<file path="src/design/utx_pkg.sv">
// ----------------------------------------------------------------------------
// utx_pkg: shared types and constants for the UART transmitter
// Frame phases, register indexes, effective configuration and queue entries.
// ----------------------------------------------------------------------------
package utx_pkg;

   localparam int CSR_ADDR_W    = 5;
   localparam int CSR_DATA_W    = 32;
   localparam int BIT_PERIOD_W  = 20;
   localparam int DATA_BITS_W   = 4;
   localparam int BYTE_W        = 8;

   // register indexes (byte address is 4 * index)
   localparam logic [2:0] REG_BIT_PERIOD   = 3'd0;
   localparam logic [2:0] REG_DATA_BITS    = 3'd1;
   localparam logic [2:0] REG_PARITY_MODE  = 3'd2;
   localparam logic [2:0] REG_STOP_BITS    = 3'd3;
   localparam logic [2:0] REG_INVERT_LINE  = 3'd4;
   localparam logic [2:0] REG_DRIVE_ENABLE = 3'd5;

   // reset values
   localparam logic [BIT_PERIOD_W-1:0] BIT_PERIOD_RESET = 20'd8333;
   localparam logic [DATA_BITS_W-1:0]  DATA_BITS_RESET  = 4'd8;
   localparam logic [DATA_BITS_W-1:0]  DATA_BITS_MIN    = 4'd5;
   localparam logic [DATA_BITS_W-1:0]  DATA_BITS_MAX    = 4'd8;
   localparam logic [1:0]              STOP_BITS_RESET  = 2'd1;

   // parity mode codes
   localparam logic [1:0] PARITY_NONE = 2'd0;
   localparam logic [1:0] PARITY_EVEN = 2'd1;
   localparam logic [1:0] PARITY_ODD  = 2'd2;

   typedef enum logic [2:0] {
      PH_IDLE,
      PH_START,
      PH_DATA,
      PH_PARITY,
      PH_STOP
   } phase_type;

   typedef enum logic {
      ITEM_TICK,
      ITEM_SEND
   } item_kind_type;

   typedef struct packed {
      item_kind_type     kind;
      logic [BYTE_W-1:0] send_byte;
   } queue_entry_type;

   // configuration with out-of-range codes already folded to their meaning
   typedef struct packed {
      logic [BIT_PERIOD_W-1:0] period;
      logic [DATA_BITS_W-1:0]  data_bits;
      logic                    parity_on;
      logic                    parity_odd;
      logic                    two_stop;
      logic                    invert;
      logic                    drive_enable;
   } cfg_type;

endpackage

</file>
<file path="src/design/utx_channels.sv">
// ----------------------------------------------------------------------------
// utx_channels: valid/ready channels of the UART transmitter
// Request channel carries one clock tick of input, response one tick of output.
// ----------------------------------------------------------------------------
interface utx_req_if;
   logic       valid;
   logic       ready;
   logic       send_request;
   logic [7:0] send_byte;

   modport source (output valid, output send_request, output send_byte, input ready);
   modport sink   (input valid, input send_request, input send_byte, output ready);
endinterface

interface utx_rsp_if;
   logic valid;
   logic ready;
   logic line_level;
   logic driver_enable;
   logic busy_res;
   logic accepted;

   modport source (output valid, output line_level, output driver_enable,
                   output busy_res, output accepted, input ready);
   modport sink   (input valid, input line_level, input driver_enable,
                   input busy_res, input accepted, output ready);
endinterface

</file>
<file path="src/design/utx_csr.sv">
// ----------------------------------------------------------------------------
// utx_csr: APB register file of the UART transmitter
// Holds the six configuration registers and folds them into effective values.
// ----------------------------------------------------------------------------
module utx_csr (
   input  logic                             clock,
   input  logic                             reset,
   input  logic                             psel,
   input  logic                             penable,
   input  logic                             pwrite,
   input  logic [utx_pkg::CSR_ADDR_W-1:0]   paddr,
   input  logic [utx_pkg::CSR_DATA_W-1:0]   pwdata,
   output logic [utx_pkg::CSR_DATA_W-1:0]   prdata,
   output logic                             pready,
   output utx_pkg::cfg_type                 cfg
);
   import utx_pkg::*;

   logic [BIT_PERIOD_W-1:0] bit_period_ff, bit_period_in;
   logic [DATA_BITS_W-1:0]  data_bits_ff, data_bits_in;
   logic [1:0]              parity_mode_ff, parity_mode_in;
   logic [1:0]              stop_bits_ff, stop_bits_in;
   logic                    invert_ff, invert_in;
   logic                    drive_en_ff, drive_en_in;
   logic                    wr_en;
   logic [2:0]              reg_index;

   assign pready    = 1'b1;
   assign wr_en     = psel & penable & pwrite;
   assign reg_index = paddr[4:2];

   always_comb begin
      bit_period_in  = bit_period_ff;
      data_bits_in   = data_bits_ff;
      parity_mode_in = parity_mode_ff;
      stop_bits_in   = stop_bits_ff;
      invert_in      = invert_ff;
      drive_en_in    = drive_en_ff;
      if (wr_en) begin
         unique case (reg_index)
            REG_BIT_PERIOD:   bit_period_in  = pwdata[BIT_PERIOD_W-1:0];
            REG_DATA_BITS:    data_bits_in   = pwdata[DATA_BITS_W-1:0];
            REG_PARITY_MODE:  parity_mode_in = pwdata[1:0];
            REG_STOP_BITS:    stop_bits_in   = pwdata[1:0];
            REG_INVERT_LINE:  invert_in      = pwdata[0];
            REG_DRIVE_ENABLE: drive_en_in    = pwdata[0];
            default: ;
         endcase
      end
   end

   always_ff @(posedge clock) begin
      if (reset) begin
         bit_period_ff  <= BIT_PERIOD_RESET;
         data_bits_ff   <= DATA_BITS_RESET;
         parity_mode_ff <= PARITY_NONE;
         stop_bits_ff   <= STOP_BITS_RESET;
         invert_ff      <= 1'b0;
         drive_en_ff    <= 1'b0;
      end else begin
         bit_period_ff  <= bit_period_in;
         data_bits_ff   <= data_bits_in;
         parity_mode_ff <= parity_mode_in;
         stop_bits_ff   <= stop_bits_in;
         invert_ff      <= invert_in;
         drive_en_ff    <= drive_en_in;
      end
   end

   always_comb begin
      unique case (reg_index)
         REG_BIT_PERIOD:   prdata = CSR_DATA_W'(bit_period_ff);
         REG_DATA_BITS:    prdata = CSR_DATA_W'(data_bits_ff);
         REG_PARITY_MODE:  prdata = CSR_DATA_W'(parity_mode_ff);
         REG_STOP_BITS:    prdata = CSR_DATA_W'(stop_bits_ff);
         REG_INVERT_LINE:  prdata = CSR_DATA_W'(invert_ff);
         REG_DRIVE_ENABLE: prdata = CSR_DATA_W'(drive_en_ff);
         default:          prdata = '0;
      endcase
   end

   // zero period runs as one tick, bad data widths as eight, parity code 3 as none
   always_comb begin
      cfg.period       = (bit_period_ff == '0) ? BIT_PERIOD_W'(1) : bit_period_ff;
      cfg.data_bits    = (data_bits_ff >= DATA_BITS_MIN && data_bits_ff <= DATA_BITS_MAX)
                         ? data_bits_ff : DATA_BITS_MAX;
      cfg.parity_on    = (parity_mode_ff == PARITY_EVEN) || (parity_mode_ff == PARITY_ODD);
      cfg.parity_odd   = (parity_mode_ff == PARITY_ODD);
      cfg.two_stop     = stop_bits_ff[1];
      cfg.invert       = invert_ff;
      cfg.drive_enable = drive_en_ff;
   end

endmodule

</file>
<file path="src/design/utx_front.sv">
// ----------------------------------------------------------------------------
// utx_front: input stage of the UART transmitter
// Registers each request transfer and tags it as a plain tick or a send.
// ----------------------------------------------------------------------------
module utx_front (
   input  logic                     clock,
   input  logic                     reset,
   utx_req_if.sink                  req_if,
   output logic                     push_valid,
   output utx_pkg::queue_entry_type push_entry,
   input  logic                     push_ready
);
   import utx_pkg::*;

   logic            front_valid_ff, front_valid_in;
   queue_entry_type entry_ff;
   logic            take;

   assign req_if.ready = ~front_valid_ff | push_ready;
   assign take         = req_if.valid & req_if.ready;
   assign push_valid   = front_valid_ff;
   assign push_entry   = entry_ff;

   always_comb begin
      front_valid_in = front_valid_ff;
      if (take) begin
         front_valid_in = 1'b1;
      end else if (push_ready) begin
         front_valid_in = 1'b0;
      end
   end

   always_ff @(posedge clock) begin
      if (reset) begin
         front_valid_ff <= 1'b0;
      end else begin
         front_valid_ff <= front_valid_in;
      end
   end

   always_ff @(posedge clock) begin
      if (take) begin
         entry_ff.kind      <= req_if.send_request ? ITEM_SEND : ITEM_TICK;
         entry_ff.send_byte <= req_if.send_byte;
      end
   end

endmodule

</file>
<file path="src/design/utx_fifo.sv">
// ----------------------------------------------------------------------------
// utx_fifo: short queue between the front and back of the UART transmitter
// Circular buffer of register slots; full is taken from the count alone.
// ----------------------------------------------------------------------------
module utx_fifo #(
   parameter int DEPTH = 2
) (
   input  logic                     clock,
   input  logic                     reset,
   input  logic                     push_valid,
   input  utx_pkg::queue_entry_type push_entry,
   output logic                     push_ready,
   output logic                     pop_valid,
   output utx_pkg::queue_entry_type pop_entry,
   input  logic                     pop
);
   import utx_pkg::*;

   localparam int PTR_W = $clog2(DEPTH);
   localparam int CNT_W = $clog2(DEPTH + 1);

   queue_entry_type  slot_ff [DEPTH];
   logic [PTR_W-1:0] wr_ptr_ff, wr_ptr_in;
   logic [PTR_W-1:0] rd_ptr_ff, rd_ptr_in;
   logic [CNT_W-1:0] count_ff, count_in;
   logic             do_push, do_pop;

   assign push_ready = (count_ff != CNT_W'(DEPTH));
   assign pop_valid  = (count_ff != '0);
   assign pop_entry  = slot_ff[rd_ptr_ff];
   assign do_push    = push_valid & push_ready;
   assign do_pop     = pop & pop_valid;

   always_comb begin
      wr_ptr_in = wr_ptr_ff;
      rd_ptr_in = rd_ptr_ff;
      count_in  = count_ff;
      if (do_push) begin
         wr_ptr_in = (wr_ptr_ff == PTR_W'(DEPTH - 1)) ? '0 : wr_ptr_ff + 1'b1;
      end
      if (do_pop) begin
         rd_ptr_in = (rd_ptr_ff == PTR_W'(DEPTH - 1)) ? '0 : rd_ptr_ff + 1'b1;
      end
      case ({do_push, do_pop})
         2'b10:   count_in = count_ff + 1'b1;
         2'b01:   count_in = count_ff - 1'b1;
         default: count_in = count_ff;
      endcase
   end

   always_ff @(posedge clock) begin
      if (reset) begin
         wr_ptr_ff <= '0;
         rd_ptr_ff <= '0;
         count_ff  <= '0;
      end else begin
         wr_ptr_ff <= wr_ptr_in;
         rd_ptr_ff <= rd_ptr_in;
         count_ff  <= count_in;
      end
   end

   always_ff @(posedge clock) begin
      if (do_push) begin
         slot_ff[wr_ptr_ff] <= push_entry;
      end
   end

endmodule

</file>
<file path="src/design/utx_back.sv">
// ----------------------------------------------------------------------------
// utx_back: frame engine of the UART transmitter
// Runs one clock tick of bit timing per queued item and registers the result.
// ----------------------------------------------------------------------------
module utx_back (
   input  logic                     clock,
   input  logic                     reset,
   input  utx_pkg::cfg_type         cfg,
   input  logic                     pop_valid,
   input  utx_pkg::queue_entry_type pop_entry,
   output logic                     pop,
   utx_rsp_if.source                rsp_if
);
   import utx_pkg::*;

   phase_type               phase_ff, phase_in, phase_cur;
   logic [BIT_PERIOD_W-1:0] tick_ff, tick_in, tick_cur, tick_next;
   logic [2:0]              bit_idx_ff, bit_idx_in, bit_idx_cur;
   logic [BYTE_W-1:0]       shift_ff, shift_in, shift_cur;
   logic                    parity_ff, parity_in, parity_cur;
   logic                    stop_idx_ff, stop_idx_in, stop_idx_cur;

   logic rsp_valid_ff, rsp_valid_in;
   logic line_ff, drv_en_ff, busy_ff, acc_ff;

   logic advance, start, busy, level, bit_end;

   assign advance = pop_valid & (~rsp_valid_ff | rsp_if.ready);
   assign pop     = advance;

   // a send taken while idle starts the frame on this very tick
   assign start        = (phase_ff == PH_IDLE) && (pop_entry.kind == ITEM_SEND);
   assign phase_cur    = start ? PH_START : phase_ff;
   assign tick_cur     = start ? '0 : tick_ff;
   assign bit_idx_cur  = start ? '0 : bit_idx_ff;
   assign shift_cur    = start ? pop_entry.send_byte : shift_ff;
   assign parity_cur   = start ? 1'b0 : parity_ff;
   assign stop_idx_cur = start ? 1'b0 : stop_idx_ff;
   assign busy         = (phase_cur != PH_IDLE);
   assign tick_next    = tick_cur + 1'b1;
   assign bit_end      = (tick_next >= cfg.period) || (tick_next == '0);

   always_comb begin
      unique case (phase_cur)
         PH_START:  level = 1'b0;
         PH_DATA:   level = shift_cur[0];
         PH_PARITY: level = parity_cur ^ cfg.parity_odd;
         default:   level = 1'b1;
      endcase
   end

   always_comb begin
      phase_in    = phase_cur;
      tick_in     = tick_cur;
      bit_idx_in  = bit_idx_cur;
      shift_in    = shift_cur;
      parity_in   = parity_cur;
      stop_idx_in = stop_idx_cur;
      if (busy) begin
         tick_in = bit_end ? '0 : tick_next;
         if (bit_end) begin
            unique case (phase_cur)
               PH_START: begin
                  phase_in   = PH_DATA;
                  bit_idx_in = '0;
               end
               PH_DATA: begin
                  parity_in = parity_cur ^ shift_cur[0];
                  shift_in  = {1'b0, shift_cur[BYTE_W-1:1]};
                  if ({1'b0, bit_idx_cur} + 4'd1 >= cfg.data_bits) begin
                     bit_idx_in  = '0;
                     stop_idx_in = 1'b0;
                     phase_in    = cfg.parity_on ? PH_PARITY : PH_STOP;
                  end else begin
                     bit_idx_in = bit_idx_cur + 1'b1;
                  end
               end
               PH_PARITY: begin
                  phase_in    = PH_STOP;
                  stop_idx_in = 1'b0;
               end
               PH_STOP: begin
                  if (!cfg.two_stop || stop_idx_cur) begin
                     phase_in    = PH_IDLE;
                     stop_idx_in = 1'b0;
                  end else begin
                     stop_idx_in = 1'b1;
                  end
               end
               default: phase_in = PH_IDLE;
            endcase
         end
      end
   end

   always_ff @(posedge clock) begin
      if (reset) begin
         phase_ff    <= PH_IDLE;
         tick_ff     <= '0;
         bit_idx_ff  <= '0;
         shift_ff    <= '0;
         parity_ff   <= 1'b0;
         stop_idx_ff <= 1'b0;
      end else if (advance) begin
         phase_ff    <= phase_in;
         tick_ff     <= tick_in;
         bit_idx_ff  <= bit_idx_in;
         shift_ff    <= shift_in;
         parity_ff   <= parity_in;
         stop_idx_ff <= stop_idx_in;
      end
   end

   always_comb begin
      rsp_valid_in = rsp_valid_ff;
      if (advance) begin
         rsp_valid_in = 1'b1;
      end else if (rsp_if.ready) begin
         rsp_valid_in = 1'b0;
      end
   end

   always_ff @(posedge clock) begin
      if (reset) begin
         rsp_valid_ff <= 1'b0;
      end else begin
         rsp_valid_ff <= rsp_valid_in;
      end
   end

   always_ff @(posedge clock) begin
      if (advance) begin
         line_ff   <= level ^ cfg.invert;
         drv_en_ff <= busy & cfg.drive_enable;
         busy_ff   <= busy;
         acc_ff    <= start;
      end
   end

   assign rsp_if.valid         = rsp_valid_ff;
   assign rsp_if.line_level    = line_ff;
   assign rsp_if.driver_enable = drv_en_ff;
   assign rsp_if.busy_res      = busy_ff;
   assign rsp_if.accepted      = acc_ff;

endmodule

</file>
<file path="src/design/uart_transmitter.sv">
// ----------------------------------------------------------------------------
// uart_transmitter: asynchronous serial transmitter, one transfer per tick
// Each request transfer stands for one clock tick of bit timing: it may ask
// to send a byte, and it yields exactly one response transfer with the line
// level, driver enable, busy flag and accepted flag of that tick. A frame is
// a start bit, 5 to 8 data bits LSB first, optional parity and 1 or 2 stop
// bits, each held for bit_period ticks; requests made while busy are dropped.
// Configuration is written over the APB port (register i at byte 4*i). The
// user writes it only while no transfers are in flight; the block itself
// does not enforce this. Each response leaves the output register after
// its request transfer has passed the input register and the queue.
// Throughput: one transfer per cycle unless the response side stalls, set
// by the frame engine: one 20-bit tick increment and compare per transfer.
// Reset: registers return to their defaults, the frame engine goes idle and
// the queue empties; no clearing pass is needed.
// Stall: while the response side is stalled the output register holds its
// transfer, the queue fills, and then the request side sees ready drop.
// ----------------------------------------------------------------------------
module uart_transmitter #(
   parameter int QUEUE_DEPTH = 2
) (
   input  logic                           clock,
   input  logic                           reset,
   utx_req_if.sink                        req_if,
   utx_rsp_if.source                      rsp_if,
   input  logic                           psel,
   input  logic                           penable,
   input  logic                           pwrite,
   input  logic [utx_pkg::CSR_ADDR_W-1:0] paddr,
   input  logic [utx_pkg::CSR_DATA_W-1:0] pwdata,
   output logic [utx_pkg::CSR_DATA_W-1:0] prdata,
   output logic                           pready
);
   import utx_pkg::*;

   cfg_type         cfg;
   logic            push_valid, push_ready;
   queue_entry_type push_entry;
   logic            pop_valid, pop;
   queue_entry_type pop_entry;

   // register file: raw registers, folded into effective settings
   utx_csr u_csr (
      .clock   (clock),
      .reset   (reset),
      .psel    (psel),
      .penable (penable),
      .pwrite  (pwrite),
      .paddr   (paddr),
      .pwdata  (pwdata),
      .prdata  (prdata),
      .pready  (pready),
      .cfg     (cfg)
   );

   // front: take each request transfer and tag it
   utx_front u_front (
      .clock      (clock),
      .reset      (reset),
      .req_if     (req_if),
      .push_valid (push_valid),
      .push_entry (push_entry),
      .push_ready (push_ready)
   );

   // queue: decouple request stalls from response stalls
   utx_fifo #(
      .DEPTH (QUEUE_DEPTH)
   ) u_fifo (
      .clock      (clock),
      .reset      (reset),
      .push_valid (push_valid),
      .push_entry (push_entry),
      .push_ready (push_ready),
      .pop_valid  (pop_valid),
      .pop_entry  (pop_entry),
      .pop        (pop)
   );

   // back: advance the frame one tick per item, hold the result until taken
   utx_back u_back (
      .clock     (clock),
      .reset     (reset),
      .cfg       (cfg),
      .pop_valid (pop_valid),
      .pop_entry (pop_entry),
      .pop       (pop),
      .rsp_if    (rsp_if)
   );

endmodule

</file>
<file path="src/flat_wrapper.sv">
// flat-port wrapper written by rule: the top's interface ports become plain ports
module uart_transmitter_flat import utx_pkg::*;
#(
   parameter int QUEUE_DEPTH = 2
)
  (clock, reset, psel, penable, pwrite, paddr, pwdata, prdata, pready, req_if_valid, req_if_send_request, req_if_send_byte, req_if_ready, rsp_if_valid, rsp_if_line_level, rsp_if_driver_enable, rsp_if_busy_res, rsp_if_accepted, rsp_if_ready);
  utx_req_if req_if_i ();
  utx_rsp_if rsp_if_i ();
  input  logic clock;
  input  logic reset;
  input  logic psel;
  input  logic penable;
  input  logic pwrite;
  input  logic [utx_pkg::CSR_ADDR_W-1:0] paddr;
  input  logic [utx_pkg::CSR_DATA_W-1:0] pwdata;
  output logic [utx_pkg::CSR_DATA_W-1:0] prdata;
  output logic pready;
  input wire logic [$bits(req_if_i.valid)-1:0] req_if_valid;
  input wire logic [$bits(req_if_i.send_request)-1:0] req_if_send_request;
  input wire logic [$bits(req_if_i.send_byte)-1:0] req_if_send_byte;
  output wire logic [$bits(req_if_i.ready)-1:0] req_if_ready;
  output wire logic [$bits(rsp_if_i.valid)-1:0] rsp_if_valid;
  output wire logic [$bits(rsp_if_i.line_level)-1:0] rsp_if_line_level;
  output wire logic [$bits(rsp_if_i.driver_enable)-1:0] rsp_if_driver_enable;
  output wire logic [$bits(rsp_if_i.busy_res)-1:0] rsp_if_busy_res;
  output wire logic [$bits(rsp_if_i.accepted)-1:0] rsp_if_accepted;
  input wire logic [$bits(rsp_if_i.ready)-1:0] rsp_if_ready;
  assign req_if_i.valid = req_if_valid;
  assign req_if_i.send_request = req_if_send_request;
  assign req_if_i.send_byte = req_if_send_byte;
  assign req_if_ready = req_if_i.ready;
  assign rsp_if_valid = rsp_if_i.valid;
  assign rsp_if_line_level = rsp_if_i.line_level;
  assign rsp_if_driver_enable = rsp_if_i.driver_enable;
  assign rsp_if_busy_res = rsp_if_i.busy_res;
  assign rsp_if_accepted = rsp_if_i.accepted;
  assign rsp_if_i.ready = rsp_if_ready;
  uart_transmitter #(.QUEUE_DEPTH(QUEUE_DEPTH)) u_core (.clock(clock), .reset(reset), .req_if(req_if_i), .rsp_if(rsp_if_i), .psel(psel), .penable(penable), .pwrite(pwrite), .paddr(paddr), .pwdata(pwdata), .prdata(prdata), .pready(pready));
endmodule
</file>
<file path="config.mk">
export PLATFORM = sky130hd
export DESIGN_NAME = uart_transmitter_flat
export DESIGN_NICKNAME = d
export VERILOG_FILES = /design/src/design/utx_pkg.sv /design/src/design/utx_channels.sv /design/src/design/utx_csr.sv /design/src/design/utx_front.sv /design/src/design/utx_fifo.sv /design/src/design/utx_back.sv /design/src/design/uart_transmitter.sv /design/src/flat_wrapper.sv
export SDC_FILE = /design/constraint.sdc
export NUM_CORES = 1
export LEC_CHECK = 0
export BUFFER_PORTS_ARGS = -buffer_cell sky130_fd_sc_hd__buf_2
export CORE_UTILIZATION = 62
export CTS_BUF_LIST = sky130_fd_sc_hd__clkbuf_4 sky130_fd_sc_hd__clkbuf_8 sky130_fd_sc_hd__clkbuf_16
export DETAILED_ROUTE_END_ITERATION = 6
export GPL_ROUTABILITY_DRIVEN = 0
export GPL_TIMING_DRIVEN = 0
export PLACE_DENSITY = 0.84
export REMOVE_ABC_BUFFERS = 1
export SYNTH_ARGS = -nofsm -noshare
export SYNTH_HDL_FRONTEND = slang
export SYNTH_SLANG_ARGS = --single-unit
</file>
<file path="constraint.sdc">
create_clock -name clock -period 9.1 [get_ports clock]
set_clock_uncertainty 0.05 [all_clocks]
set_input_delay 1.82 -clock clock [delete_from_list [all_inputs] [get_ports clock]]
set_output_delay 1.82 -clock clock [all_outputs]
set_load 0.03 [all_outputs]
</file>
==> impl_metrics.toml <==
[outcome]
status = "completed"

[die]
die_area_um2 = 9770
die_x_um = 98.8
row_count = 34
initial_core_util = 0.654
boundaryPins = 92
die_h_um = 98.8
core_area_um2 = 8890

[power_and_ir_drop]
vdd_drop_max_mv = 0.195
clkPwrFrac = 0.266
p_leak_nw = 2.32
seqPwrFrac = 0.483
intPower_uw = 730
p_comb_frac = 0.251
swShare = 0.370
power_density_nw_per_um2 = 184
p_switching_uw = 428

[placement]
dp.final_hpwl_um = 9040
portBuffers = 64
place_area_um2 = 6060
dp.cells = 808

[run]
maxCapViolCount = 0

[timing]
layout_min_cycle_time_ns = 6.45
hold_viol_final = 0
slew_viol_final = 0
fmax_mhz = 155
holdWs_ns = 0.412
rsz0062_at_grt = "false"
finalCritPeriodShare = 0.709
finalSetupTns_ns = 0
setup_viol = 0
relSlewSlack = 0.151
tightestPinTransition_ns = 1.27

[hold_path]
hp-class = "flip-flop to flip-flop"

[critical_path]
path_class = "flip-flop to flip-flop"
arrival_ns = 6.66
start_kind = "flip-flop"
worstSetupEndpointType = "flip-flop"
path_max_fanout = 33
cp.required_ns = 9.31

[global_route]
grt_start_max_net_pins = 75
grt_pass1_wl_um = 20900
antenna_found_initial = 0
grt_pass1_vias = 4545
overflow = 0
grt_use_total = 0.269

[final_layout]
final_cells = 825
final_nets = 794
final_cell_area_um2 = 6300
syn_to_final_growth_pct = 8.48
diodes = 0
drive_above_1_share = 0.134

[clock_network]
cts-root-buf = "clkbuf_8"
cts_setup_buffers = 0
numCtsBuffers = 9
clockBufferDepth = 2
cts_resized = 0
clk_latency_ns = 0.38
cts.reportedPaths.clkPinSlew_ns = 0.12
clock_sinks = 104
tritoncts = "done"
h-tree-depth = 3
cts-hold-fix-buffers = 0

[yosys]
synth_edf_count = 31
synth-seq-area-share = 0.412
netlist_area_um2 = 5810
ys.flop_type = "dfxtp_1"
avgSynthCellArea_um2 = 8.60
netlist-cell-type-count = 62
synth_cells = 676
synthArstFlopShare = 0
synth_seq_cells = 104
synth_warnings = 0

[route]
routed_wl_um = 13000
avgRoutedWirePerCell_um = 15.8
avgViaCountPerCell = 6.00
drt-initial-drc-count = 343
ant_nets = 0
dr_total_vias = 4950
first_pass_iters = 6
drc = 0
[synth_stat cells (all sizes together) (7+ instances only)]
cell type	n	share of area
dfxtp	73	0.25
clkbuf	30	0.020
and2	23	0.025
nand3	34	0.031
ha	29	0.062
a211o	7	0.011
edfxtp	31	0.16
mux2i	19	0.033
inv	34	0.022
nor2	58	0.037
xnor2	18	0.027
nand4	9	0.0097
o211ai	9	0.012
buf	24	0.028
a211oi	8	0.010
a21oi	58	0.050
nor4	9	0.0097
nand2	76	0.049
o21ai	25	0.022
xor2	7	0.011
nor3	13	0.011
or4	7	0.0097
[area by class of cell]
cell class | instances | area [um^2]
clock buffers | 9 | 124
clock inverters | 7 | 93.8
fillers | 688 | 2590
inverters | 34 | 128
multi-input cells | 495 | 3070
flip-flops and latches | 104 | 2390
well taps | 108 | 135
repair buffers | 68 | 363
[cell families after synthesis]
logic type,after synthesis,share of synthesized area
flip-flops,104,0.412
AO/OA/AOI/OAI,148,0.160
AND/OR/NAND/NOR,259,0.217
multiplexers,21,0.0392
XOR/XNOR,25,0.0377
adder cells (fa/ha/maj),29,0.0624
other,2,0.00129
buffers and inverters,88,0.0702
[final timing paths]
| path | startpoint | to | slack (ns) | depth (start not counted) |
|---|---|---|---|---|
| worst min-delay path | u_core.u_front.push_entry[0] | u_core.u_fifo.slot_ff[0][0] | 0.41 | 0 |
| worst min register to register | u_core.u_front.push_entry[0] | u_core.u_fifo.slot_ff[0][0] | 0.41 | 0 |
| worst max-delay path | flip-flop | u_core.u_back.phase_ff[0] | 2.65 | 17 |
| worst max register to register | flip-flop | u_core.u_back.phase_ff[0] | 2.65 | 17 |
[power by group through the flow]
stage	clock [mW]	combinational, mW	sequential (mW)
2_1_floorplan	0	0.190	0.576
3_3_place_gp	0	0.272	0.567
3_5_place_dp	0	0.283	0.570
4_1_cts	0.311	0.285	0.560
5_1_grt	0.331	0.320	0.565
6_report	0.308	0.291	0.559
[stage by stage]
stage | total power [mW] | worst slack, ns | utilization
final | 1.16 | 2.65 | 0.709
after CTS | 1.16 | 2.72 | 0.706
after floorplan | 0.766 | 3.94 | -
after global routing | 1.22 | 2.10 | 0.709
after global placement | 0.840 | 2.89 | 0.678
after detailed placement | 0.853 | 2.80 | 0.682
[per-layer routing]
metal	GRT usage	wire length (um)
met2	0.447	6440
met1	0.353	5650
met3	0.0418	608
met5	0	0
met4	0.104	312
[registers in the layout, indices dropped and copies added (netlist names), 2 cells and up, named ones only]
register,count
u_core.u_fifo.slot_ff,18
u_core.u_front.push_entry,9
u_core.u_back.bit_idx_ff,3
u_core.u_back.shift_ff,8
u_core.u_back.phase_ff,3
u_core.u_back.tick_ff,20
u_core.u_csr.data_bits_ff,4
u_core.u_csr.bit_period_ff,20
u_core.u_csr.stop_bits_ff,2
u_core.u_fifo.count_ff,2
u_core.u_csr.parity_mode_ff,2
[cells in the final DEF (no fill, tap or decap), types with 5 or more instances in the layout]
cell type   n
nor4_1      8
and2_1     23
nand3_1    32
nor3_1     12
dfxtp_1    73
a211oi_1    8
a211o_1     7
nand2b_1    5
o21ai_0    24
nor2b_1     6
buf_2      64
conb_1     13
nand4_1     9
o211ai_1    9
xor2_1      7
ha_1       29
clkbuf_8    9
nand2_1    76
mux2i_1    19
edfxtp_1   31
nor2_1     58
or4_1       6
a31oi_1     5
or3_1       6
a21oi_1    58
xnor2_1    18
inv_1      33
[worst max-delay path: stages, from the launching register on]
cell       delay [ns]
dfxtp_1          0.69
mux2_4           0.37
nand3_2          0.36
and2_1           0.32
ha_1             0.32
nand3_2          0.21
or4_1            0.62
nor2_1           0.14
xnor2_1          0.19
nor2_1           0.11
ha_1             0.35
a41oi_1          0.22
o21ai_0          0.10
a2111oi_0        0.45
o21a_1           0.27
o31a_1           1.01
nor3_1           0.11
a2111oi_0        0.41
No activity file was read; power rests on OpenSTA's default activity.
